==> src/rsb_pkg.sv <==
// Shared types and constants for the retransmit send buffer.
package rsb_pkg;

  localparam int DEPTH_DEFAULT       = 32;
  localparam int HANDLE_BITS_DEFAULT = 16;

  localparam int SEQ_BITS    = 31;
  localparam int TIME_BITS   = 32;
  localparam int CAP_BITS    = 6;
  localparam int HELD_BITS   = 6;
  localparam int OP_BITS     = 2;
  localparam int ADDR_BITS   = 4;
  localparam int DATA_BITS   = 32;

  localparam logic [TIME_BITS-1:0] HALF_RANGE    = 32'h0000_0001 << 31;
  localparam logic [TIME_BITS-1:0] TIME_ALL_ONES = 32'hffff_ffff;

  localparam logic [CAP_BITS-1:0]  CAPACITY_RESET = 6'd32;
  localparam logic [TIME_BITS-1:0] LATENCY_RESET  = 32'd120000;

  localparam logic [OP_BITS-1:0] OP_PUSH   = 2'd0;
  localparam logic [OP_BITS-1:0] OP_ACK    = 2'd1;
  localparam logic [OP_BITS-1:0] OP_LOOKUP = 2'd2;

  localparam logic [1:0] REG_CAPACITY = 2'd0;
  localparam logic [1:0] REG_LATENCY  = 2'd1;
  localparam logic [1:0] REG_TLD_EN   = 2'd2;

  typedef enum logic [3:0] {
    S_IDLE,
    S_PUSH,
    S_DROP_RD,
    S_DROP_SPAN,
    S_DROP_CMP,
    S_SCAN_RD,
    S_SCAN_CHK,
    S_EMIT,
    S_STATUS
  } state_t;

endpackage

==> src/rsb_in_if.sv <==
// Input channel: push, acknowledge and lookup items.
interface rsb_in_if
  import rsb_pkg::*;
#(
  parameter int HANDLE_BITS = HANDLE_BITS_DEFAULT
);
  logic                   valid;
  logic                   ready;
  logic [OP_BITS-1:0]     operation;
  logic [SEQ_BITS-1:0]    seq_number;
  logic [TIME_BITS-1:0]   packet_timestamp;
  logic [HANDLE_BITS-1:0] packet_handle;
  logic [SEQ_BITS-1:0]    range_end;

  modport source (output valid, operation, seq_number, packet_timestamp, packet_handle,
                  range_end, input ready);
  modport sink (input valid, operation, seq_number, packet_timestamp, packet_handle,
                range_end, output ready);
endinterface

==> src/rsb_out_if.sv <==
// Output channel: status and retransmit entry items.
interface rsb_out_if
  import rsb_pkg::*;
#(
  parameter int HANDLE_BITS = HANDLE_BITS_DEFAULT
);
  logic                   valid;
  logic                   ready;
  logic                   entry_valid;
  logic [HANDLE_BITS-1:0] found_handle;
  logic [SEQ_BITS-1:0]    found_seq;
  logic                   last_of_run;
  logic [HELD_BITS-1:0]   held_count;

  modport source (output valid, entry_valid, found_handle, found_seq, last_of_run,
                  held_count, input ready);
  modport sink (input valid, entry_valid, found_handle, found_seq, last_of_run,
                held_count, output ready);
endinterface

==> src/retransmit_send_buffer_core.sv <==
// Retransmit send buffer: packet ring in one memory, scanned by a sequencer.
//
// Items are handled one at a time. All entries live in a single memory with one
// write port and one read port whose data is registered, so every entry visit is an
// address step, then a data step; an emitted entry adds a step to load the output
// register. A push writes the new entry; when too-late drop is on and two or more
// packets remain, it then reads the oldest entry, takes the timestamp span to the new
// packet and drops the oldest while that span exceeds the latency limit. An acknowledge
// or a lookup scans from the oldest entry; a lookup that finds its start emits each
// entry from it through its end sequence or the newest. The next item is taken in the
// cycle after the one that loads the last result item. A waiting output item does
// not block the next input from being taken; the sequencer stalls only when it must
// emit into a full output register. No clearing pass follows reset.
module retransmit_send_buffer_core
  import rsb_pkg::*;
#(
  parameter int DEPTH       = DEPTH_DEFAULT,
  parameter int HANDLE_BITS = HANDLE_BITS_DEFAULT
) (
  input  logic                 clk,
  input  logic                 rst,
  rsb_in_if.sink               cmd,
  rsb_out_if.source            res,
  input  logic                 psel,
  input  logic                 penable,
  input  logic                 pwrite,
  input  logic [ADDR_BITS-1:0] paddr,
  input  logic [DATA_BITS-1:0] pwdata,
  output logic [DATA_BITS-1:0] prdata,
  output logic                 pready
);

  localparam int IW   = $clog2(DEPTH);
  localparam int CW   = $clog2(DEPTH + 1);
  localparam int SW   = CW + 1;
  localparam int CAPW = (CW > CAP_BITS) ? CW : CAP_BITS;
  localparam int EW   = SEQ_BITS + TIME_BITS + HANDLE_BITS;

  function automatic logic [IW-1:0] ring_slot(input logic [IW-1:0] base,
                                              input logic [CW-1:0] off);
    logic [SW-1:0] s;
    s = SW'(base) + SW'(off);
    if (s >= SW'(DEPTH)) s = s - SW'(DEPTH);
    return s[IW-1:0];
  endfunction

  // configuration
  logic [CAP_BITS-1:0]  queue_capacity;
  logic [TIME_BITS-1:0] latency_limit;
  logic                 tld_enable;
  logic                 cfg_write;
  logic [CW-1:0]        cap_eff;

  assign pready    = 1'b1;
  assign cfg_write = psel && penable && pwrite;

  always_ff @(posedge clk) begin
    if (rst) begin
      queue_capacity <= CAPACITY_RESET;
      latency_limit  <= LATENCY_RESET;
      tld_enable     <= 1'b0;
    end else if (cfg_write) begin
      case (paddr[3:2])
        REG_CAPACITY: queue_capacity <= pwdata[CAP_BITS-1:0];
        REG_LATENCY:  latency_limit  <= pwdata[TIME_BITS-1:0];
        REG_TLD_EN:   tld_enable     <= pwdata[0];
        default: ;
      endcase
    end
  end

  always_comb begin
    case (paddr[3:2])
      REG_CAPACITY: prdata = DATA_BITS'(queue_capacity);
      REG_LATENCY:  prdata = DATA_BITS'(latency_limit);
      REG_TLD_EN:   prdata = DATA_BITS'(tld_enable);
      default:      prdata = '0;
    endcase
  end

  assign cap_eff = (CAPW'(queue_capacity) > CAPW'(DEPTH)) ? CW'(DEPTH)
                                                         : CW'(queue_capacity);

  // entry memory
  logic [EW-1:0] mem [DEPTH];
  logic [EW-1:0] rd_data;
  logic          rd_en;
  logic [IW-1:0] rd_addr;
  logic          wr_en;
  logic [IW-1:0] wr_addr;
  logic [EW-1:0] wr_data;

  logic [SEQ_BITS-1:0]    rd_seq;
  logic [TIME_BITS-1:0]   rd_tstamp;
  logic [HANDLE_BITS-1:0] rd_handle;

  // A push writes only the newest slot; drop reads start at the oldest slot with
  // at least two entries held, so a read never follows a write to the same entry.
  always_ff @(posedge clk) begin
    if (wr_en) mem[wr_addr] <= wr_data;
    if (rd_en) rd_data <= mem[rd_addr];
  end

  assign rd_seq    = rd_data[EW-1 -: SEQ_BITS];
  assign rd_tstamp = rd_data[HANDLE_BITS +: TIME_BITS];
  assign rd_handle = rd_data[HANDLE_BITS-1:0];

  // sequencer state
  state_t               state, state_next;
  logic [CW-1:0]        entry_count, entry_count_next;
  logic [IW-1:0]        oldest_index, oldest_index_next;
  logic [CW-1:0]        pos, pos_next;
  logic                 found, found_next;
  logic [TIME_BITS-1:0] span, span_next;

  logic [OP_BITS-1:0]     op_q;
  logic [SEQ_BITS-1:0]    seq_q;
  logic [TIME_BITS-1:0]   ts_q;
  logic [HANDLE_BITS-1:0] handle_q;
  logic [SEQ_BITS-1:0]    end_q;
  logic                   cmd_fire;

  // output register
  logic                   out_valid;
  logic                   out_entry;
  logic [HANDLE_BITS-1:0] out_handle;
  logic [SEQ_BITS-1:0]    out_seq;
  logic                   out_last;
  logic [HELD_BITS-1:0]   out_count;
  logic                   out_free;
  logic                   out_load;
  logic                   out_entry_next;
  logic [HANDLE_BITS-1:0] out_handle_next;
  logic [SEQ_BITS-1:0]    out_seq_next;
  logic                   out_last_next;

  assign out_free  = !out_valid || res.ready;
  assign cmd.ready = (state == S_IDLE);
  assign cmd_fire  = cmd.valid && cmd.ready;

  // push arithmetic
  logic                 full;
  logic [IW-1:0]        o1;
  logic [CW-1:0]        c1, c2;
  logic [TIME_BITS-1:0] dur;
  logic                 emit_last;

  always_comb begin
    state_next        = state;
    entry_count_next  = entry_count;
    oldest_index_next = oldest_index;
    pos_next          = pos;
    found_next        = found;
    span_next         = span;
    rd_en             = 1'b0;
    rd_addr           = ring_slot(oldest_index, pos);
    wr_en             = 1'b0;
    full              = (entry_count == CW'(DEPTH));
    o1                = full ? ring_slot(oldest_index, CW'(1)) : oldest_index;
    c1                = full ? CW'(DEPTH - 1) : entry_count;
    c2                = c1 + CW'(1);
    wr_addr           = ring_slot(o1, c1);
    wr_data           = {seq_q, ts_q, handle_q};
    dur               = (ts_q > rd_tstamp) ? ts_q - rd_tstamp : rd_tstamp - ts_q;
    emit_last         = (rd_seq == end_q) || (pos + CW'(1) == entry_count);
    out_load          = 1'b0;
    out_entry_next    = 1'b0;
    out_handle_next   = '0;
    out_seq_next      = '0;
    out_last_next     = 1'b1;

    case (state)
      S_IDLE: begin
        if (cmd_fire) begin
          pos_next   = '0;
          found_next = 1'b0;
          case (cmd.operation)
            OP_PUSH: state_next = S_PUSH;
            OP_ACK, OP_LOOKUP: state_next = (entry_count == '0) ? S_STATUS : S_SCAN_RD;
            default: state_next = S_STATUS;
          endcase
        end
      end
      S_PUSH: begin
        wr_en = 1'b1;
        if (c2 > cap_eff) begin
          oldest_index_next = ring_slot(o1, c2 - cap_eff);
          entry_count_next  = cap_eff;
        end else begin
          oldest_index_next = o1;
          entry_count_next  = c2;
        end
        state_next = (tld_enable && entry_count_next >= CW'(2)) ? S_DROP_RD : S_STATUS;
      end
      S_DROP_RD: begin
        rd_en      = 1'b1;
        rd_addr    = oldest_index;
        state_next = S_DROP_SPAN;
      end
      S_DROP_SPAN: begin
        // fold spans past half the range back as a wrap
        span_next  = (dur > HALF_RANGE) ? TIME_ALL_ONES - dur : dur;
        state_next = S_DROP_CMP;
      end
      S_DROP_CMP: begin
        if (span > latency_limit) begin
          oldest_index_next = ring_slot(oldest_index, CW'(1));
          entry_count_next  = entry_count - CW'(1);
          state_next        = (entry_count >= CW'(3)) ? S_DROP_RD : S_STATUS;
        end else begin
          state_next = S_STATUS;
        end
      end
      S_SCAN_RD: begin
        rd_en      = 1'b1;
        state_next = S_SCAN_CHK;
      end
      S_SCAN_CHK: begin
        if (found) begin
          state_next = S_EMIT;
        end else if (rd_seq == seq_q) begin
          if (op_q == OP_ACK) begin
            oldest_index_next = ring_slot(oldest_index, pos);
            entry_count_next  = entry_count - pos;
            state_next        = S_STATUS;
          end else begin
            found_next = 1'b1;
            state_next = S_EMIT;
          end
        end else if (pos + CW'(1) == entry_count) begin
          state_next = S_STATUS;
        end else begin
          pos_next   = pos + CW'(1);
          state_next = S_SCAN_RD;
        end
      end
      S_EMIT: begin
        if (out_free) begin
          out_load        = 1'b1;
          out_entry_next  = 1'b1;
          out_handle_next = rd_handle;
          out_seq_next    = rd_seq;
          out_last_next   = emit_last;
          if (emit_last) begin
            state_next = S_IDLE;
          end else begin
            pos_next   = pos + CW'(1);
            state_next = S_SCAN_RD;
          end
        end
      end
      S_STATUS: begin
        if (out_free) begin
          out_load   = 1'b1;
          state_next = S_IDLE;
        end
      end
      default: state_next = S_IDLE;
    endcase
  end

  always_ff @(posedge clk) begin
    if (rst) begin
      state        <= S_IDLE;
      entry_count  <= '0;
      oldest_index <= '0;
      pos          <= '0;
      found        <= 1'b0;
      out_valid    <= 1'b0;
    end else begin
      state        <= state_next;
      entry_count  <= entry_count_next;
      oldest_index <= oldest_index_next;
      pos          <= pos_next;
      found        <= found_next;
      if (out_load) begin
        out_valid <= 1'b1;
      end else if (res.ready) begin
        out_valid <= 1'b0;
      end
    end
  end

  always_ff @(posedge clk) begin
    span <= span_next;
    if (cmd_fire) begin
      op_q     <= cmd.operation;
      seq_q    <= cmd.seq_number;
      ts_q     <= cmd.packet_timestamp;
      handle_q <= cmd.packet_handle;
      end_q    <= cmd.range_end;
    end
    if (out_load) begin
      out_entry  <= out_entry_next;
      out_handle <= out_handle_next;
      out_seq    <= out_seq_next;
      out_last   <= out_last_next;
      out_count  <= HELD_BITS'(entry_count_next);
    end
  end

  assign res.valid        = out_valid;
  assign res.entry_valid  = out_entry;
  assign res.found_handle = out_handle;
  assign res.found_seq    = out_seq;
  assign res.last_of_run  = out_last;
  assign res.held_count   = out_count;

`ifndef ASSERT_OFF
  a_count_bound: assert property (@(posedge clk) disable iff (rst)
    entry_count <= CW'(DEPTH))
    else $error("entry count exceeds ring depth");

  a_oldest_bound: assert property (@(posedge clk) disable iff (rst)
    {1'b0, oldest_index} < (IW + 1)'(DEPTH))
    else $error("oldest index outside ring");

  a_accept_busy: assert property (@(posedge clk) disable iff (rst)
    cmd_fire |=> (state != S_IDLE))
    else $error("sequencer idle right after taking an item");

  a_status_last: assert property (@(posedge clk) disable iff (rst)
    (res.valid && !res.entry_valid) |-> res.last_of_run)
    else $error("status item not marked last");
`endif

endmodule

==> src/flat_wrapper.sv <==
// flat-port wrapper written by rule: the top's interface ports become plain ports
module retransmit_send_buffer_core_flat import rsb_pkg::*;
#(
  parameter int DEPTH       = DEPTH_DEFAULT,
  parameter int HANDLE_BITS = HANDLE_BITS_DEFAULT
)
  (clk, rst, psel, penable, pwrite, paddr, pwdata, prdata, pready, cmd_valid, cmd_operation, cmd_seq_number, cmd_packet_timestamp, cmd_packet_handle, cmd_range_end, cmd_ready, res_valid, res_entry_valid, res_found_handle, res_found_seq, res_last_of_run, res_held_count, res_ready);
  rsb_in_if #(.HANDLE_BITS(HANDLE_BITS)) cmd_i ();
  rsb_out_if #(.HANDLE_BITS(HANDLE_BITS)) res_i ();
  input  logic clk;
  input  logic rst;
  input  logic psel;
  input  logic penable;
  input  logic pwrite;
  input  logic [ADDR_BITS-1:0] paddr;
  input  logic [DATA_BITS-1:0] pwdata;
  output logic [DATA_BITS-1:0] prdata;
  output logic pready;
  input wire logic [$bits(cmd_i.valid)-1:0] cmd_valid;
  input wire logic [$bits(cmd_i.operation)-1:0] cmd_operation;
  input wire logic [$bits(cmd_i.seq_number)-1:0] cmd_seq_number;
  input wire logic [$bits(cmd_i.packet_timestamp)-1:0] cmd_packet_timestamp;
  input wire logic [$bits(cmd_i.packet_handle)-1:0] cmd_packet_handle;
  input wire logic [$bits(cmd_i.range_end)-1:0] cmd_range_end;
  output wire logic [$bits(cmd_i.ready)-1:0] cmd_ready;
  output wire logic [$bits(res_i.valid)-1:0] res_valid;
  output wire logic [$bits(res_i.entry_valid)-1:0] res_entry_valid;
  output wire logic [$bits(res_i.found_handle)-1:0] res_found_handle;
  output wire logic [$bits(res_i.found_seq)-1:0] res_found_seq;
  output wire logic [$bits(res_i.last_of_run)-1:0] res_last_of_run;
  output wire logic [$bits(res_i.held_count)-1:0] res_held_count;
  input wire logic [$bits(res_i.ready)-1:0] res_ready;
  assign cmd_i.valid = cmd_valid;
  assign cmd_i.operation = cmd_operation;
  assign cmd_i.seq_number = cmd_seq_number;
  assign cmd_i.packet_timestamp = cmd_packet_timestamp;
  assign cmd_i.packet_handle = cmd_packet_handle;
  assign cmd_i.range_end = cmd_range_end;
  assign cmd_ready = cmd_i.ready;
  assign res_valid = res_i.valid;
  assign res_entry_valid = res_i.entry_valid;
  assign res_found_handle = res_i.found_handle;
  assign res_found_seq = res_i.found_seq;
  assign res_last_of_run = res_i.last_of_run;
  assign res_held_count = res_i.held_count;
  assign res_i.ready = res_ready;
  retransmit_send_buffer_core #(.DEPTH(DEPTH), .HANDLE_BITS(HANDLE_BITS)) u_core (.clk(clk), .rst(rst), .cmd(cmd_i), .res(res_i), .psel(psel), .penable(penable), .pwrite(pwrite), .paddr(paddr), .pwdata(pwdata), .prdata(prdata), .pready(pready));
endmodule
==> config.mk <==
export PLATFORM = sky130hd
export DESIGN_NAME = retransmit_send_buffer_core_flat
export DESIGN_NICKNAME = d
export VERILOG_FILES = /design/src/rsb_pkg.sv /design/src/rsb_in_if.sv /design/src/rsb_out_if.sv /design/src/retransmit_send_buffer_core.sv /design/src/flat_wrapper.sv
export SDC_FILE = /design/constraint.sdc
export NUM_CORES = 2
export LEC_CHECK = 0
export BUFFER_PORTS_ARGS = -buffer_cell sky130_fd_sc_hd__buf_2
export CORE_MARGIN = 1
export CORE_UTILIZATION = 25
export CTS_BUF_LIST = sky130_fd_sc_hd__clkbuf_2 sky130_fd_sc_hd__clkbuf_4 sky130_fd_sc_hd__clkbuf_8
export CTS_CLUSTER_DIAMETER = 40
export DETAILED_ROUTE_END_ITERATION = 7
export HOLD_SLACK_MARGIN = 0.1
export PLACE_DENSITY_LB_ADDON = 0.12
export SKIP_LAST_GASP = 1
export SLEW_MARGIN = 0
export SYNTH_ARGS = -nofsm -noshare
export SYNTH_HDL_FRONTEND = slang
export SYNTH_SLANG_ARGS = --single-unit
==> constraint.sdc <==
create_clock -name clk -period 6.9 [get_ports clk]
set_clock_uncertainty 0.2 [all_clocks]
set_input_delay 0.345 -clock clk [delete_from_list [all_inputs] [get_ports clk]]
set_output_delay 0.345 -clock clk [all_outputs]
set_load 0.02 [all_outputs]
# --- Yosys cells after proc, flatten, opt, wreduce, memory -nomap -nowiden ---
# Memories as Yosys holds them, arrays and structs flattened. A register that Yosys moved wholly into a read port is not among the register bits.
# Cells that the tools add are included.
classes:
  addsub: 16
  magnitude_cmp: 11
  n_eq_ne: 27
  mux: 58
  n_reduce_logical: 26
op_table:
  columns: ["op", "n"]
  rows:
  - ["32-bit case mux with 3 select lines", 1]
  - ["6-bit 2-to-1 mux", 14]
  - ["32-bit > comparator", 2]
  - ["32-bit 2-to-1 mux", 2]
  - ["32-bit subtractor", 2]
  - ["31-bit equality test", 2]
  - ["5-bit 2-to-1 mux", 11]
  - ["4-bit 2-to-1 mux", 11]
  - ["4-bit case mux with 9 select lines", 1]
  - ["6-bit case mux with 3 select lines", 2]
  - ["32-bit > comparator (second input constant)", 1]
  - ["32-bit subtractor (first input constant)", 1]
  - ["5-bit by 6-bit adder with 7-bit output", 3]
  - ["7-bit by 6-bit greater-or-equal comparator with 1-bit output (second input constant)", 3]
  - ["5-bit by 1-bit subtractor with 5-bit output (second input constant)", 4]
  - ["4-bit by 3-bit equality test with 1-bit output (second input constant)", 4]
  - ["5-bit case mux with 3 select lines", 1]
  - ["6-bit by 1-bit adder with 6-bit output (second input constant)", 2]
  - ["6-bit by 2-bit greater-or-equal comparator with 1-bit output (second input constant)", 2]
  - ["1-bit 2-to-1 mux", 12]
  - ["6-bit subtractor", 2]
  - ["2-bit by 1-bit != test with 1-bit output (second input constant)", 5]
  - ["2-bit != test (second input constant)", 5]
  - ["2-bit AND reduction", 5]
  - ["other kinds (27)", 40]
totals:
  regBits: 261
  ram_bits: 2528
  input_bits: 155
  output_inout_bits: 90
  elab_cells: 159
  mem_count: 1
memory_table:
  columns: ["name", "depth", "width", "read_ports", "rd_clocked_by_memory_dff", "write_ports", "line", "text"]
  rows:
  - ["u_core.mem", 32, 79, 1, 1, 1, "retransmit_send_buffer_core.sv:85", "logic [EW-1:0] mem [DEPTH];"]

# --- Longest topological paths before layout ---
logic_depth:
  ltp_word: 10
  mapped_depth: 20
  ltp_nobuf: 18

# --- Worst setup path before layout ---
# No wires, ideal clock.
synth_timing:
  kind: "flip-flop to flip-flop"
  from: "reg u_core.entry_count[1]"
  to: "mem u_core.mem[0][0] in the netlist's numbering (enable)"
  setup_time_ns: 0.517
  arrival_ns: 6.709
  path_slack_ns: -0.526
  stages_incl_launch_ff: 16
  synth_period_minus_slack_ns: 7.426
  path_cell_list: "dfxtp_1 -> clkbuf_1 -> inv_1 -> ha_1 -> nand4_1 -> xnor2_1 -> and2_1 -> ha_1 -> or3_1 -> clkbuf_1 -> maj3_1 -> o221a_2 -> nor2_1 -> xor2_1 -> nand2_1 -> nor2_1"
synth_via:
  elab_chain_cells: 5
  word_cells_on_any_way: 7
  cone_classes: "add/sub (2); order compare (1); eq/ne (1); mux (3)"
synth_rtl:
  columns: ["element", "line", "text"]
  rows:
  - ["start, declared", "retransmit_send_buffer_core.sv:110", "logic [CW-1:0] entry_count, entry_count_next;"]
  - ["start signal, assigned", "retransmit_send_buffer_core.sv:272", "entry_count <= entry_count_next;"]
  - ["6-bit equality test", "retransmit_send_buffer_core.sv:158", "full = (entry_count == CW'(DEPTH));"]
  - ["5-bit 2-to-1 mux or 6-bit 2-to-1 mux (tied branches)", "retransmit_send_buffer_core.sv:159, retransmit_send_buffer_core.sv:160", null]
  - ["5-bit by 6-bit adder with 7-bit output *", "retransmit_send_buffer_core.sv:42", "s = SW'(base) + SW'(off);"]
  - ["7-bit by 6-bit greater-or-equal comparator with 1-bit output or 5-bit by 1-bit subtractor with 5-bit output (tied branches)", "retransmit_send_buffer_core.sv:43", "if (s >= SW'(DEPTH)) s = s - SW'(DEPTH);"]
  - ["5-bit 2-to-1 mux *", "retransmit_send_buffer_core.sv:43", null]
  - ["end, declared", "retransmit_send_buffer_core.sv:85", null]
# Mark *: on every way between the ends. The rest lies on a longest branch, timed or not.

# --- Worst setup path after layout ---
layout_timing:
  from: "reg u_core.entry_count[0]"
  to: "mem u_core.mem[1][26] in the netlist's numbering (enable)"
# Same word-level chain as after synthesis.

==> flow_summary.yaml <==
outcome:
  status: "complete, but fails checks"
  violations: "design-rule violations"
clocking:
  htree_levels: 6
  post_cts_resized: 0
  cts_made_buffers: 586
  postCtsSetupBuffers: 0
  cts_buffer_depth: 4
  path_clk_slew_ns: 0.05
  cts_tree: "done"
  clk_latency_ns: 1.19
  cts_sinks: 2868
  cts_hold_buf: 422
  cts_root_buf: "clkbuf_8"
pwr:
  power.leakage_nw: 48.54
  switching_share: 0.2879
  p_comb_frac: 0.176
  p_sw_w: 0.01354
  internal-power_w: 0.03350
  power_frac_seq: 0.449
  max-vdd-ir-drop_mv: 0.1774
  power.density_nw_per_um2: 330.1
  clkPwrFrac: 0.375
floorplanning:
  die_area_um2: 465000
  start_util: 0.2512
  dieWidth_um: 681.9
  die_h_um: 681.9
  core_region_area_um2: 460200
  rows: 249
  ios: 245
critical_path:
  slowest_stage: "nor2_4"
  critPathTopFamily: "simple AND/OR/NAND/NOR gates"
  crit_type: "reg2reg"
  rrSetupSlack_ns: 0.84
  cp_max_fo: 12
  worstPathArrival_ns: 6.70
  cp-start-kind: "flip-flop"
  slowest_delay_ns: 0.81
  crit_chain: "inv_1 > ha_1 > nand3_1 > nor2_1 > and2_1 > a21oi_1 > ha_1 > or3_1 > maj3_1 > o221a_2 > nor2_1 > xor2_1 > nand2_1 > nor2_4 > buf_4"
  crit_buf_inv: 2
  end_kind: "flip-flop"
  cp.required_ns: 7.54
logic_synthesis:
  postSynthAreaPerCell_um2: 19.48
  synth_top_family_by_area: "multiplexers"
  synth_edf_count: 2806
  synth_compound_area_frac: 0.03324
  ys_seq_area_frac: 0.7398
  netlist_instances: 5934
  synthXorXnorAreaFrac: 0.01132
  yosys-top-cells-area: "edfxtp_1 73%, mux4_2 12%, mux2i_1 1.8%"
  synthSimpleGateAreaFrac: 0.02879
  syn_nets: 6218
  yosysWarnings: 0
  netlist_area_um2: 115600
  synthMuxAreaShare: 0.1571
  synth_top_area_cell: "edfxtp_1"
  yosys.area.top_type_share: 0.7291
  synth_cell_types: 86
  synthArstFlopShare: 0
  synthAdderAreaFrac: 0.01453
  ys.flop_type: "edfxtp_1"
  synth_seq_cells: 2868
sta:
  drv_slew: 0
  period_share: 0.8788
  hold_ws_ns: 0.2709
  hold_viol: 0
  rsz0062_at_grt: "false"
  relSlewSlack: 0.1491
  tightest_slew_ns: 1.276
  finalSetupViolCount: 0
  fin_crit_ns: 6.064
  max_freq_mhz: 164.9
placement:
  dpl.hpwl_um: 214300
  dp.cells: 12277
  portBuffers: 241
  place_congestion: 0.7606
  postPlaceCellArea_um2: 126700
layout:
  design_area_um2: 142500
  final_cell_count_no_fill: 13723
  synthToLayoutAreaGrowth_pct: 23.29
  final_common_cell: "edfxtp_1"
  final_cell_mix: "2,806 x edfxtp_1, 632 x mux4_2, 596 x clkbuf_8"
  drive_above_1_share: 0.3026
  nets: 7422
route:
  drt_first_pass_iters: 8
  wl_per_cell_um: 26.66
  vias: 61550
  drt_iter0_drc: 4465
  ant_nets: 0
  via_per_inst: 4.485
  post-route-drc-count: 36
  wl_um: 365800
grt:
  grt_pass1_vias: 66570
  overflow: 0
  grtUsageTotal: 0.1547
  grt_antenna_before_repair: 23
  grt_first_pass_wirelength_um: 511500
  grt_max_degree: 95
flow_run:
  maxCapViolCount: 0
worst_hold_path:
  hold_class: "in2reg"
stage by stage:
| step | setup TNS, ns | utilization | worst slack [ns] | power (W) |
|---|---|---|---|---|
| after global placement | 0 | 0.2753 | 0.8486 | 0.02974 |
| after global routing | 0 | 0.3096 | 0.5615 | 0.04913 |
| final | 0 | 0.3097 | 0.8361 | 0.04704 |
| after detailed placement | 0 | 0.2753 | 0.9316 | 0.02979 |
| after floorplan | -1271.40 | - | -0.5256 | 0.02617 |
| after CTS | 0 | 0.3096 | 0.8599 | 0.04790 |
routing by layer:
layer	GRT usage	wire length [µm]
met2	0.2606	177300
met1	0.2093	165900
met3	0.02409	15570
met4	0.03604	6964
met5	0	25
cells in the mapped netlist, types with 11 or more instances:
| master | n |
|---|---|
| a211oi_1 | 14 |
| a21o_1 | 38 |
| a21oi_1 | 144 |
| and2_1 | 37 |
| and3_1 | 57 |
| buf_1 | 94 |
| buf_2 | 22 |
| clkbuf_1 | 189 |
| dfxtp_1 | 62 |
| edfxtp_1 | 2806 |
| ha_1 | 123 |
| inv_1 | 143 |
| mux2_2 | 162 |
| mux2i_1 | 209 |
| mux4_2 | 632 |
| nand2_1 | 325 |
| nand2b_1 | 14 |
| nand3_1 | 27 |
| nand4_1 | 39 |
| nor2_1 | 116 |
| nor2b_1 | 14 |
| nor3_1 | 20 |
| nor4_1 | 11 |
| o211ai_1 | 95 |
| o21ai_0 | 243 |
| or2_2 | 16 |
| xnor2_1 | 97 |
| xor2_1 | 45 |
worst paths after layout:
check / startpoint / to / depth (start not counted)
setup / recovery: u_core.entry_count[0]$_SDFF_PP0_ / u_core.mem[1][26]$_DFFE_PP_ / 15
hold / removal: cmd_seq_number[22] / u_core.seq_q[22]$_DFFE_PP_ / 3
setup reg to reg: u_core.entry_count[0]$_SDFF_PP0_ / u_core.mem[1][26]$_DFFE_PP_ / 15
hold reg to reg: u_core.tld_enable$_SDFFE_PP0P_ / u_core.tld_enable$_SDFFE_PP0P_ / 2
flip-flops by register name, summed over array words and instances, names as in the netlist:
name	count
u_core.latency_limit	32
u_core.tld_enable	1
u_core.span	32
u_core.res.found_seq	31
u_core.handle_q	16
u_core.end_q	31
u_core.op_q	2
u_core.res.last_of_run	1
u_core.queue_capacity	6
u_core.res.entry_valid	1
u_core.mem	2528
u_core.state	4
u_core.pos	6
u_core.entry_count	6
u_core.seq_q	31
u_core.res.found_handle	16
u_core.ts_q	32
u_core.oldest_index	5
u_core.found	1
u_core.rd_data	79
u_core.res.held_count	6
u_core.res.valid	1
logic make-up after synthesis:
| family | after synthesis |
|---|---|
| AOI/OAI and AO/OA | 625 |
| xor gates and xnor gates | 146 |
| adders and majority gates | 131 |
| buffers and inverters | 452 |
| DFF | 2868 |
| muxes | 1004 |
| other | 1 |
| and+or+nand+nor | 707 |
power groups by stage:
stage	logic, W	clock network, W	registers (W)
2_1_floorplan	0.00450	0	0.0217
3_3_place_gp	0.00827	0	0.0215
3_5_place_dp	0.00828	0	0.0215
4_1_cts	0.00848	0.0183	0.0212
5_1_grt	0.00897	0.0190	0.0212
6_report	0.00826	0.0176	0.0211
cell type report:
class,count,area (µm²)
Fill cell,44853,317700
Sequential cell,2868,85500
Multi-Input combinational cell,2614,28670
Clock buffer,753,9382
Timing Repair Buffer,925,8511
Tap cell,6149,7694
Clock inverter,267,2180
Inverter,143,544.3
Antenna cell,4,10.01
worst reg2reg max path, delay by kind of cell (launching register included):
family	cells	cell delay (ns)
adder cells (fa/ha/maj)	3	0.85
AND/OR/NAND/NOR	7	2.75
buffers and inverters	2	0.60
flip-flops	1	0.49
XOR/XNOR	1	0.50
AO/OA/AOI/OAI	2	0.33
No activity file was read; power rests on OpenSTA's default activity.
